[config.mk]
export PLATFORM = sky130hd
export DESIGN_NAME = min_weight_xor_subset_search
export DESIGN_NICKNAME = d
export VERILOG_FILES = /design/src/rtl/mwxss_pkg.sv /design/src/rtl/min_weight_xor_subset_search.sv
export SDC_FILE = /design/constraint.sdc
export NUM_CORES = 1
export LEC_CHECK = 0
export BUFFER_PORTS_ARGS = -buffer_cell sky130_fd_sc_hd__buf_2
export CAP_MARGIN = 15
export CORE_MARGIN = 2
export CORE_UTILIZATION = 50
export DETAILED_ROUTE_END_ITERATION = 10
export PLACE_DENSITY = 0.66
export SYNTH_ARGS = -nofsm -noshare
export SYNTH_HDL_FRONTEND = slang
export SYNTH_SLANG_ARGS = --single-unit
[constraint.sdc]
create_clock -name aclk -period 7.9 [get_ports aclk]
set_input_delay 1.58 -clock aclk [delete_from_list [all_inputs] [get_ports aclk]]
set_output_delay 1.58 -clock aclk [all_outputs]
set_load 0.03 [all_outputs]
[src/rtl/mwxss_pkg.sv]
`timescale 1ns / 1ps

package mwxss_pkg;

    // Fixed field widths of the request and result channels.
    localparam int OP_W     = 2;
    localparam int INDEX_W  = 5;
    localparam int MASK_W   = 16;
    localparam int COUNT_W  = 5;
    localparam int PRESS_W  = 5;
    localparam int TOTAL_W  = 24;

    // Saturation ceiling of the running total.
    localparam logic [TOTAL_W-1:0] TOTAL_MAX = {TOTAL_W{1'b1}};

    // Request operation codes.
    typedef enum logic [OP_W-1:0] {
        OP_LOAD  = 2'd0,
        OP_SOLVE = 2'd1,
        OP_CLEAR = 2'd2,
        OP_NONE  = 2'd3
    } op_t;

endpackage

[src/rtl/min_weight_xor_subset_search.sv]
`timescale 1ns / 1ps

// Minimum-weight XOR subset search. A load request stores a button's toggle mask,
// a clear request zeroes the running total, and neither gives a result. A solve
// request walks every subset of buttons 0..n-1 (n is button_count, capped at
// BUTTONS) in Gray-code order, so each cycle flips exactly one button into or out
// of a single shared XOR accumulator and compares it to the target. A solve
// starts, walks the 2^n - 1 nonempty subsets, and posts the result once the output
// register is free; the result then waits there until taken. The input is not
// ready during a solve. A solve that uses a button slot never loaded since reset
// gives an undefined answer. Without a match, found is 0, min_presses is 0 and
// the total is left unchanged; a zero target matches the empty subset.
module min_weight_xor_subset_search #(
    parameter int BUTTONS = 20,
    parameter int LIGHTS  = 16
) (
    input  logic                            aclk,
    input  logic                            aresetn,
    input  logic                            s_valid,
    output logic                            s_ready,
    input  logic [mwxss_pkg::OP_W-1:0]      s_op,
    input  logic [mwxss_pkg::INDEX_W-1:0]   s_button_index,
    input  logic [mwxss_pkg::MASK_W-1:0]    s_toggle_mask,
    input  logic [mwxss_pkg::MASK_W-1:0]    s_target_pattern,
    input  logic [mwxss_pkg::COUNT_W-1:0]   s_button_count,
    output logic                            m_valid,
    input  logic                            m_ready,
    output logic [mwxss_pkg::PRESS_W-1:0]   m_min_presses,
    output logic                            m_found,
    output logic [mwxss_pkg::TOTAL_W-1:0]   m_running_total
);

    localparam int MW = mwxss_pkg::MASK_W;
    localparam int IW = (BUTTONS > 1) ? $clog2(BUTTONS) : 1;
    localparam int WW = $clog2(BUTTONS + 1);
    localparam int PW = mwxss_pkg::PRESS_W;
    localparam int TW = mwxss_pkg::TOTAL_W;
    localparam int CW = mwxss_pkg::COUNT_W;
    localparam logic [MW-1:0] LIGHT_MASK =
        (LIGHTS >= MW) ? {MW{1'b1}} : MW'((64'd1 << LIGHTS) - 64'd1);

    typedef enum logic [1:0] {
        ST_IDLE,
        ST_RUN,
        ST_FINISH
    } state_t;

    // Index of the lowest set bit of the step counter: the button that flips.
    function automatic logic [IW-1:0] lowest_set(input logic [BUTTONS-1:0] v);
        logic [IW-1:0] j;
        j = '0;
        for (int b = BUTTONS - 1; b >= 0; b--) begin
            if (v[b]) begin
                j = IW'(b);
            end
        end
        return j;
    endfunction

    logic [MW-1:0]      mask_mem [BUTTONS];

    state_t             state_reg, state_next;
    logic [BUTTONS-1:0] k_reg, k_next;
    logic [BUTTONS-1:0] last_k_reg, last_k_next;
    logic [BUTTONS-1:0] sel_reg, sel_next;
    logic [MW-1:0]      acc_reg, acc_next;
    logic [MW-1:0]      target_reg, target_next;
    logic [WW-1:0]      weight_reg, weight_next;
    logic [WW-1:0]      best_reg, best_next;
    logic               found_reg, found_next;
    logic [TW-1:0]      total_reg, total_next;
    logic               m_valid_reg, m_valid_next;
    logic [PW-1:0]      m_min_presses_reg, m_min_presses_next;
    logic               m_found_reg, m_found_next;
    logic [TW-1:0]      m_total_reg, m_total_next;

    logic               s_fire;
    mwxss_pkg::op_t     op;
    logic [CW-1:0]      count_sat;
    logic [IW-1:0]      flip_idx;
    logic [MW-1:0]      step_acc;
    logic [WW-1:0]      step_weight;
    logic [TW:0]        sum_wide;

    assign s_ready = (state_reg == ST_IDLE);
    assign s_fire  = s_valid && s_ready;
    assign op      = mwxss_pkg::op_t'(s_op);

    assign m_valid         = m_valid_reg;
    assign m_min_presses   = m_min_presses_reg;
    assign m_found         = m_found_reg;
    assign m_running_total = m_total_reg;

    // Button count capped at the number of slots.
    assign count_sat = (s_button_count > CW'(BUTTONS)) ? CW'(BUTTONS) : s_button_count;

    // One Gray-code step: flip one button into the accumulator and weight.
    assign flip_idx    = lowest_set(k_reg);
    assign step_acc    = acc_reg ^ mask_mem[flip_idx];
    assign step_weight = sel_reg[flip_idx] ? (weight_reg - WW'(1)) : (weight_reg + WW'(1));

    // Saturating update of the total with the best weight.
    assign sum_wide = {1'b0, total_reg} + (TW + 1)'(best_reg);

    // Mask storage, written by load requests that name a valid slot.
    always_ff @(posedge aclk) begin
        if (s_fire && op == mwxss_pkg::OP_LOAD && s_button_index < mwxss_pkg::INDEX_W'(BUTTONS)) begin
            mask_mem[s_button_index[IW-1:0]] <= s_toggle_mask & LIGHT_MASK;
        end
    end

    // Sequencer next-state logic.
    always_comb begin
        state_next         = state_reg;
        k_next             = k_reg;
        last_k_next        = last_k_reg;
        sel_next           = sel_reg;
        acc_next           = acc_reg;
        target_next        = target_reg;
        weight_next        = weight_reg;
        best_next          = best_reg;
        found_next         = found_reg;
        total_next         = total_reg;
        m_valid_next       = m_valid_reg;
        m_min_presses_next = m_min_presses_reg;
        m_found_next       = m_found_reg;
        m_total_next       = m_total_reg;

        if (m_valid_reg && m_ready) begin
            m_valid_next = 1'b0;
        end

        case (state_reg)
            ST_IDLE: begin
                if (s_fire) begin
                    case (op)
                        mwxss_pkg::OP_SOLVE: begin
                            k_next      = BUTTONS'(1);
                            last_k_next = {BUTTONS{1'b1}} >> (BUTTONS - int'(count_sat));
                            sel_next    = '0;
                            acc_next    = '0;
                            weight_next = '0;
                            best_next   = '0;
                            target_next = s_target_pattern & LIGHT_MASK;
                            found_next  = ((s_target_pattern & LIGHT_MASK) == '0);
                            state_next  = (count_sat == '0) ? ST_FINISH : ST_RUN;
                        end
                        mwxss_pkg::OP_CLEAR: begin
                            total_next = '0;
                        end
                        default: begin
                        end
                    endcase
                end
            end
            ST_RUN: begin
                acc_next           = step_acc;
                sel_next           = sel_reg;
                sel_next[flip_idx] = ~sel_reg[flip_idx];
                weight_next        = step_weight;
                k_next             = k_reg + BUTTONS'(1);
                if (step_acc == target_reg && (!found_reg || step_weight < best_reg)) begin
                    found_next = 1'b1;
                    best_next  = step_weight;
                end
                if (k_reg == last_k_reg) begin
                    state_next = ST_FINISH;
                end
            end
            ST_FINISH: begin
                // Post the result once the output register is free.
                if (!m_valid_reg || m_ready) begin
                    m_valid_next       = 1'b1;
                    m_found_next       = found_reg;
                    m_min_presses_next = found_reg ? PW'(best_reg) : '0;
                    if (found_reg) begin
                        total_next   = (sum_wide > {1'b0, mwxss_pkg::TOTAL_MAX}) ?
                                       mwxss_pkg::TOTAL_MAX : sum_wide[TW-1:0];
                        m_total_next = total_next;
                    end else begin
                        m_total_next = total_reg;
                    end
                    state_next = ST_IDLE;
                end
            end
            default: begin
                state_next = ST_IDLE;
            end
        endcase
    end

    // State, datapath and result registers.
    always_ff @(posedge aclk) begin
        if (!aresetn) begin
            state_reg   <= ST_IDLE;
            total_reg   <= '0;
            m_valid_reg <= 1'b0;
        end else begin
            state_reg   <= state_next;
            total_reg   <= total_next;
            m_valid_reg <= m_valid_next;
        end
        k_reg             <= k_next;
        last_k_reg        <= last_k_next;
        sel_reg           <= sel_next;
        acc_reg           <= acc_next;
        target_reg        <= target_next;
        weight_reg        <= weight_next;
        best_reg          <= best_next;
        found_reg         <= found_next;
        m_min_presses_reg <= m_min_presses_next;
        m_found_reg       <= m_found_next;
        m_total_reg       <= m_total_next;
    end

    // The tracked weight always equals the number of selected buttons.
    a_weight_tracks_sel: assert property (@(posedge aclk) disable iff (!aresetn)
        state_reg == ST_RUN |-> weight_reg == WW'($countones(sel_reg)))
        else $error("subset weight out of step with selection");

    // The walk counter never reaches zero while stepping.
    a_step_nonzero: assert property (@(posedge aclk) disable iff (!aresetn)
        state_reg == ST_RUN |-> k_reg != '0)
        else $error("Gray-code step counter wrapped");

    // A result without a match reports zero presses.
    a_nomatch_zero: assert property (@(posedge aclk) disable iff (!aresetn)
        m_valid && !m_found |-> m_min_presses == '0)
        else $error("no-match result carries nonzero presses");

    // A new result is only posted after the previous one was taken.
    a_no_overwrite: assert property (@(posedge aclk) disable iff (!aresetn)
        m_valid_reg && !m_ready |=> m_valid_reg)
        else $error("pending result dropped");

endmodule

## Word level (Yosys, flattened, before mapping)

Memory sizes are Yosys's and may differ from the RTL's.
Index checks and enable logic that the tools add are counted.

| storage, ports and cells | value |
|---|---|
| logic and storage cells | 125 |
| output and inout bits | 32 |
| register bits | 160 |
| memories kept | 1 |
| input port bits | 48 |
| bits in writable memories | 320 |

| cells by class | value |
|---|---|
| equality and inequality tests | 12 |
| shift-type cells | 1 |
| muxes and demuxes | 62 |
| magnitude comparators | 6 |
| reduce and logical (&&, ||, !) cells | 22 |
| add/subtract/negate cells | 5 |
| bitwise operators | 2 |

Memory list:

| memory | words | width | read ports | clocked after Yosys merged registers in | wr ports | line | RTL |
|---|---|---|---|---|---|---|---|
| mask_mem | 20 | 16 | 1 | 0 | 1 | min_weight_xor_subset_search.sv:60 | `logic [MW-1:0] mask_mem [BUTTONS];` |

Operators by type and width:

| operator | number |
|---|---|
| 5-bit two-way mux | 25 |
| 24-bit two-way mux | 5 |
| 20-bit two-way mux | 4 |
| 20-bit one-hot mux with 2 select lines | 2 |
| 24-bit one-hot mux with 2 select lines | 1 |
| 16-bit two-way mux | 2 |
| 16-bit one-hot mux with 2 select lines | 1 |
| 20-bit by 32-bit >> shifter with 20-bit output, first input constant | 1 |
| 24-bit by 5-bit adder with 25-bit output | 1 |
| 25-bit by 24-bit > comparator with 1-bit output, second input constant | 1 |
| 20-bit by 1-bit adder with 20-bit output, second input constant | 1 |
| 20-bit bitwise mux | 1 |
| 20-bit equality test | 1 |
| 5-bit one-hot mux with 2 select lines | 2 |
| 16-bit equality test | 1 |
| 16-bit zero test | 1 |
| 16-bit bitwise XOR | 1 |
| 4-bit AND reduction | 3 |
| 1-bit two-way mux | 10 |
| 2-bit two-way mux | 5 |
| 1-bit logical AND | 6 |
| 5-bit by 6-bit < comparator with 1-bit output, second input constant | 1 |
| 2-bit by 1-bit != test with 1-bit output, second input constant | 3 |
| 2-bit != test, second input constant | 3 |
| 21 further kinds | 28 |

## Depth between registers and ports, before layout

| depth | value |
|---|---|
| word-level depth | 28 |
| depth in mapped cells | 30 |
| mapped depth without buffers | 24 |

## Worst setup path after synthesis

Ideal clock, no wire load.

| timing path | value |
|---|---|
| path kind | register to register |
| start point | register k_reg[2] |
| end point | register best_reg[0], enable pin |
| required time | 7.540 ns |
| stages on the path, launching flop included | 28 |
| arrival | 5.757 ns |
| slack | 1.783 ns |
| period minus slack after synthesis | 6.117 ns |
| path buffers | 5 |
| library setup time | 0.360 ns |
| cell sequence | edfxtp_1 > buf_2 > or4_4 > a21oi_4 > nor2_1 > buf_2 > buf_2 > nand3_1 > o221ai_1 > a22oi_1 > and3_1 > clkbuf_1 > buf_2 > ha_1 > a21o_1 > a21oi_1 > xnor2_1 > xor2_1 > ha_1 > a21oi_1 > o21ai_0 > a21o_1 > a211oi_1 > o311ai_0 > a2111o_1 > nor4_1 > nand4_1 > o21bai_1 |

| on the way | value |
|---|---|
| longest elaborated chain between the ends | 11 |
| elaborated cells on any way between the ends | 14 |
| classes of those cells | order compare: 1; eq/ne: 2; mux: 6; bitwise: 1; reduce/logical: 3; memory: 1 |

Ends and longest elaborated chain:

| element | line | RTL |
|---|---|---|
| from (decl) | min_weight_xor_subset_search.sv:63 | `logic [BUTTONS-1:0] k_reg, k_next;` |
| from (signal assigned) | min_weight_xor_subset_search.sv:203 | `k_reg <= k_next;` |
| 5-bit two-way mux * (3 in a row) | min_weight_xor_subset_search.sv:53 | `if (v[b]) begin` |
| 1-bit binary-select mux with 5-bit select | min_weight_xor_subset_search.sv:100 | `assign step_weight = sel_reg[flip_idx] ? (weight_reg - WW'(1)) : (weight_reg + WW'(1));` |
| 1-bit two-way mux (not written as such) | min_weight_xor_subset_search.sv:100 |  |
| 5-bit two-way mux | min_weight_xor_subset_search.sv:100 |  |
| 5-bit < comparator | min_weight_xor_subset_search.sv:162 | `if (step_acc == target_reg && (!found_reg \|\| step_weight < best_reg)) begin` |
| 1-bit logical OR | min_weight_xor_subset_search.sv:162 |  |
| 1-bit logical AND * | min_weight_xor_subset_search.sv:162 |  |
| 2-bit != test (no source line) * | - |  |
| 4-bit AND reduction (no source line) * | - |  |
| to (signal assigned) | min_weight_xor_subset_search.sv:209 | `best_reg <= best_next;` |
| to (decl) | min_weight_xor_subset_search.sv:69 | `logic [WW-1:0] best_reg, best_next;` |

Every way passes the cells marked *; elsewhere a longest branch is shown, timed or not. The select of a mux whose other input is x is not followed.
A chain may end at the register's enable or synchronous reset.

## Worst setup path after layout

| timing path | value |
|---|---|
| start point | register k_reg[9] |
| end point | register best_reg[3], enable pin |

| on the way | value |
|---|---|
| longest elaborated chain between the ends | 18 |
| elaborated cells on any way between the ends | 21 |
| classes of those cells | order compare: 1; eq/ne: 2; mux: 13; bitwise: 1; reduce/logical: 3; memory: 1 |

Ends and longest elaborated chain:

| element | line |
|---|---|
| 5-bit two-way mux * (10 in a row) | min_weight_xor_subset_search.sv:53 |
| 1-bit binary-select mux with 5-bit select | min_weight_xor_subset_search.sv:100 |
| 1-bit two-way mux (not written as such) | min_weight_xor_subset_search.sv:100 |
| 5-bit two-way mux | min_weight_xor_subset_search.sv:100 |
| 5-bit < comparator | min_weight_xor_subset_search.sv:162 |
| 1-bit logical OR | min_weight_xor_subset_search.sv:162 |
| 1-bit logical AND * | min_weight_xor_subset_search.sv:162 |
| 2-bit != test (no source line) * | - |
| 4-bit AND reduction (no source line) * | - |

Marked as above.

==> out/qor.json <==
{
  "status": "complete, no violations",
  "final_layout_size_suffix_gt1_frac": 0.156,
  "largest_register_ffs": 320,
  "synth.yosys.seq_area_share": 0.661,
  "synth-main-ff-cell": "edfxtp_1",
  "hold_ws_ns": 0.561,
  "globalplace.congestion": 0.953,
  "clock_skew_ns": 0.0313,
  "totalNegativeSetupSlack_ns": 0,
  "syn_area_per_cell_sq_um": 13.2,
  "report.final.setup_viol": 0,
  "cts-resized-gates": 0,
  "clock_tree_from_tritoncts": "yes",
  "buffers_inserted_during_post_cts_setup_optimization": 0,
  "cts_made_buffers": 49,
  "fraction_of_the_mapped_netlist_area_in_compound_gates": 0.121,
  "die_h_microns": 211,
  "layout-area-overhead-vs-synth_pct": 12.1,
  "ant_nets": 0,
  "timing_worst_setup_path_type": "reg2reg",
  "fillerInstances": 3382,
  "stdcell_count": 2285,
  "critPathCaptureType": "register",
  "worst_ep_required_time_ns": 8.12,
  "drt_iter0_markers": 2024,
  "mappedNetlistNets": 1684,
  "timing_worst_slew_pin_value_ns": 1.15,
  "max_slew_violations": 0,
  "yosys.area.top_type": "edfxtp_1",
  "dp.cells": 2199,
  "grt_setup_unrepaired": "false",
  "number_of_antenna_violations_at_the_first_check_in_global_routing": 1,
  "insertion_delay_ns": 0.62,
  "portbufs": 79,
  "yosys_warnings": 0,
  "cts_htree_levels": 2,
  "die_area_sq_um": 44500,
  "holdBufCountCts": 0,
  "synth.area.mux_share": 0.0132,
  "pin_count_of_the_biggest_net_entering_global_routing": 63,
  "finalHoldViolations": 0,
  "yosysUniqueCellTypes": 89,
  "path_cells": "nor2_1, o31ai_1, o21ai_2, a221o_2, o221ai_1, a22oi_1, and3_1, buf_4, ha_1, a21oi_1, xnor2_1, xor2_1, ha_1, a21oi_1, o21ai_0, a21o_1, a211oi_1, o311ai_0, a2111o_1, nor4_1, nand4_1, o21bai_1",
  "vdd_drop_max_uv": 190,
  "antenna_cells_inserted": 0,
  "core-area_sq_um": 42100,
  "maxClockFrequency_mhz": 143,
  "cts.clk_slew.worst_paths_ns": 0.06,
  "synthTopCellsByCount": "edfxtp_1 (453), nor2_1 (141), nand2_1 (103)",
  "wire_per_inst_microns": 27.8,
  "cp-start-kind": "register",
  "path_max_fanout": 23,
  "synth_seq_cells": 480,
  "max_cap_viol_count": 0,
  "p_per_area_nw_per_um2": 225,
  "ys_top_cells_by_area": "edfxtp_1 (64%), dfxtp_1 (2.5%), nor2_1 (2.5%)",
  "chipWidth_microns": 211,
  "hold_path_class": "reg2reg",
  "ios": 80,
  "clockBufferDepth": 3,
  "finalCritPeriodShare": 0.886,
  "synth-adder-area-share": 0.0106,
  "clock-sinks": 480,
  "place.detailed.hpwl_microns": 41200,
  "power.total_uw": 5390,
  "cp_slowest_stage_delay_ns": 0.72,
  "synth.top_cell.area_share": 0.635,
  "syn-instance-count": 1619,
  "grt_usage": 0.287,
  "finalWirelength_microns": 63400,
  "max_slew_margin_vs_limit": 0.232,
  "initial_core_utilization": 0.508,
  "route.detailed.vias_per_inst": 6.43,
  "synth-simple-area-share": 0.129,
  "number_of_global_route_vias_before_repair": 13900,
  "grt_first_pass_wirelength_microns": 92200,
  "clockRootBuffer": "clkbuf_16",
  "min_period_ns": 7.00,
  "power_leakage_uw": 0.00790,
  "layout.nets": 1776,
  "synth-async-reset-ratio": 0,
  "std_cell_rows": 75,
  "synthesis.area_sq_um": 21400,
  "crit_path_top_delay_cell": "a221o_2",
  "synthXorXnorAreaFrac": 0.0372,
  "post_synth_edffs": 453,
  "globalRoute.totalOverflow": 0,
  "vias": 14700,
  "dr.pass1.iters": 5,
  "detail_route.drc_violations": 0,
  "cp.arrival_ns": 7.22,
  "post-synth-top-count-cell": "edfxtp_1",
  "synth_top_family_by_area": "simple AND/OR/NAND/NOR gates"
}
==> worst paths after layout <==
check,startpoint,to,slack [ns],cells past startpoint
worst min register to register,total_reg[4],total_reg[4],0.56,2
worst max register to register,k_reg[9],best_reg[3],0.90,22
worst max-delay path,k_reg[9],best_reg[3],0.90,22
worst min-delay path,total_reg[4],total_reg[4],0.56,2
==> layout make-up <==
cell class / count / area [sq um] / area share
Sequential cell: 480 / 14100 / 0.589
Timing Repair Buffer: 134 / 808 / 0.0337
Clock buffer: 65 / 1300 / 0.0540
Clock inverter: 21 / 183 / 0.00761
Tap cell: 539 / 674 / 0.0281
Inverter: 30 / 113 / 0.00469
Multi-Input combinational cell: 1016 / 6780 / 0.283
==> routing by layer <==
layer	track usage	vias up	part of all wire	routed length, microns
met5	0	-	0	0
met4	0.142	0	0.052	3300
met3	0.0538	154	0.10	6340
met2	0.437	837	0.45	28400
met1	0.400	7223	0.40	25400
li1	-	6468	-	-
==> cell usage in the layout (no fill, tap or decap), types with 20 or more instances in the layout <==
cell,count
o22ai_1,34
nor2_1,125
buf_4,55
a211oi_1,37
nor2b_1,33
xnor2_1,47
dfxtp_1,27
nand3_1,58
a21oi_1,48
clkbuf_16,49
nand2_1,103
buf_2,79
a22oi_1,29
o21ai_0,54
nor4_1,34
inv_1,29
edfxtp_1,453
nor3_1,20
and3_1,29
xor2_1,44
==> critical path, delay by kind of cell, from the launching register on <==
family,cells,cell delay (ns)
DFF,1,0.57
buffers and inverters,1,0.31
xor gates and xnor gates,2,0.38
and+or+nand+nor,4,0.88
adders and majority gates,2,0.60
AOI/OAI and AO/OA,13,3.86
==> power breakdown <==
part           internal (uW)  switching [uW]  leakage [uW]
logic                    115             250       0.00282
clock network           1190             975      0.000714
registers               2820            37.4       0.00437
==> stage by stage <==
stage / utilization / cell area [sq um] / setup WS [ns]
floorplan: - / 21400 / 1.78
global route: 0.570 / 24000 / 0.460
detailed placement: 0.534 / 22500 / 0.977
finish: 0.570 / 24000 / 0.902
CTS: 0.570 / 24000 / 0.914
global placement: 0.534 / 22500 / 1.14
==> cells by family (layout without fill, tap and decap cells) <==
kind of cell,count (synthesis),count (layout)
and+or+nand+nor,523,523
AOI/OAI and AO/OA,358,358
muxes,27,27
xor gates and xnor gates,91,91
DFF,480,480
adders and majority gates,17,17
buffers and inverters,123,250
No activity file was read; power rests on OpenSTA's default activity.
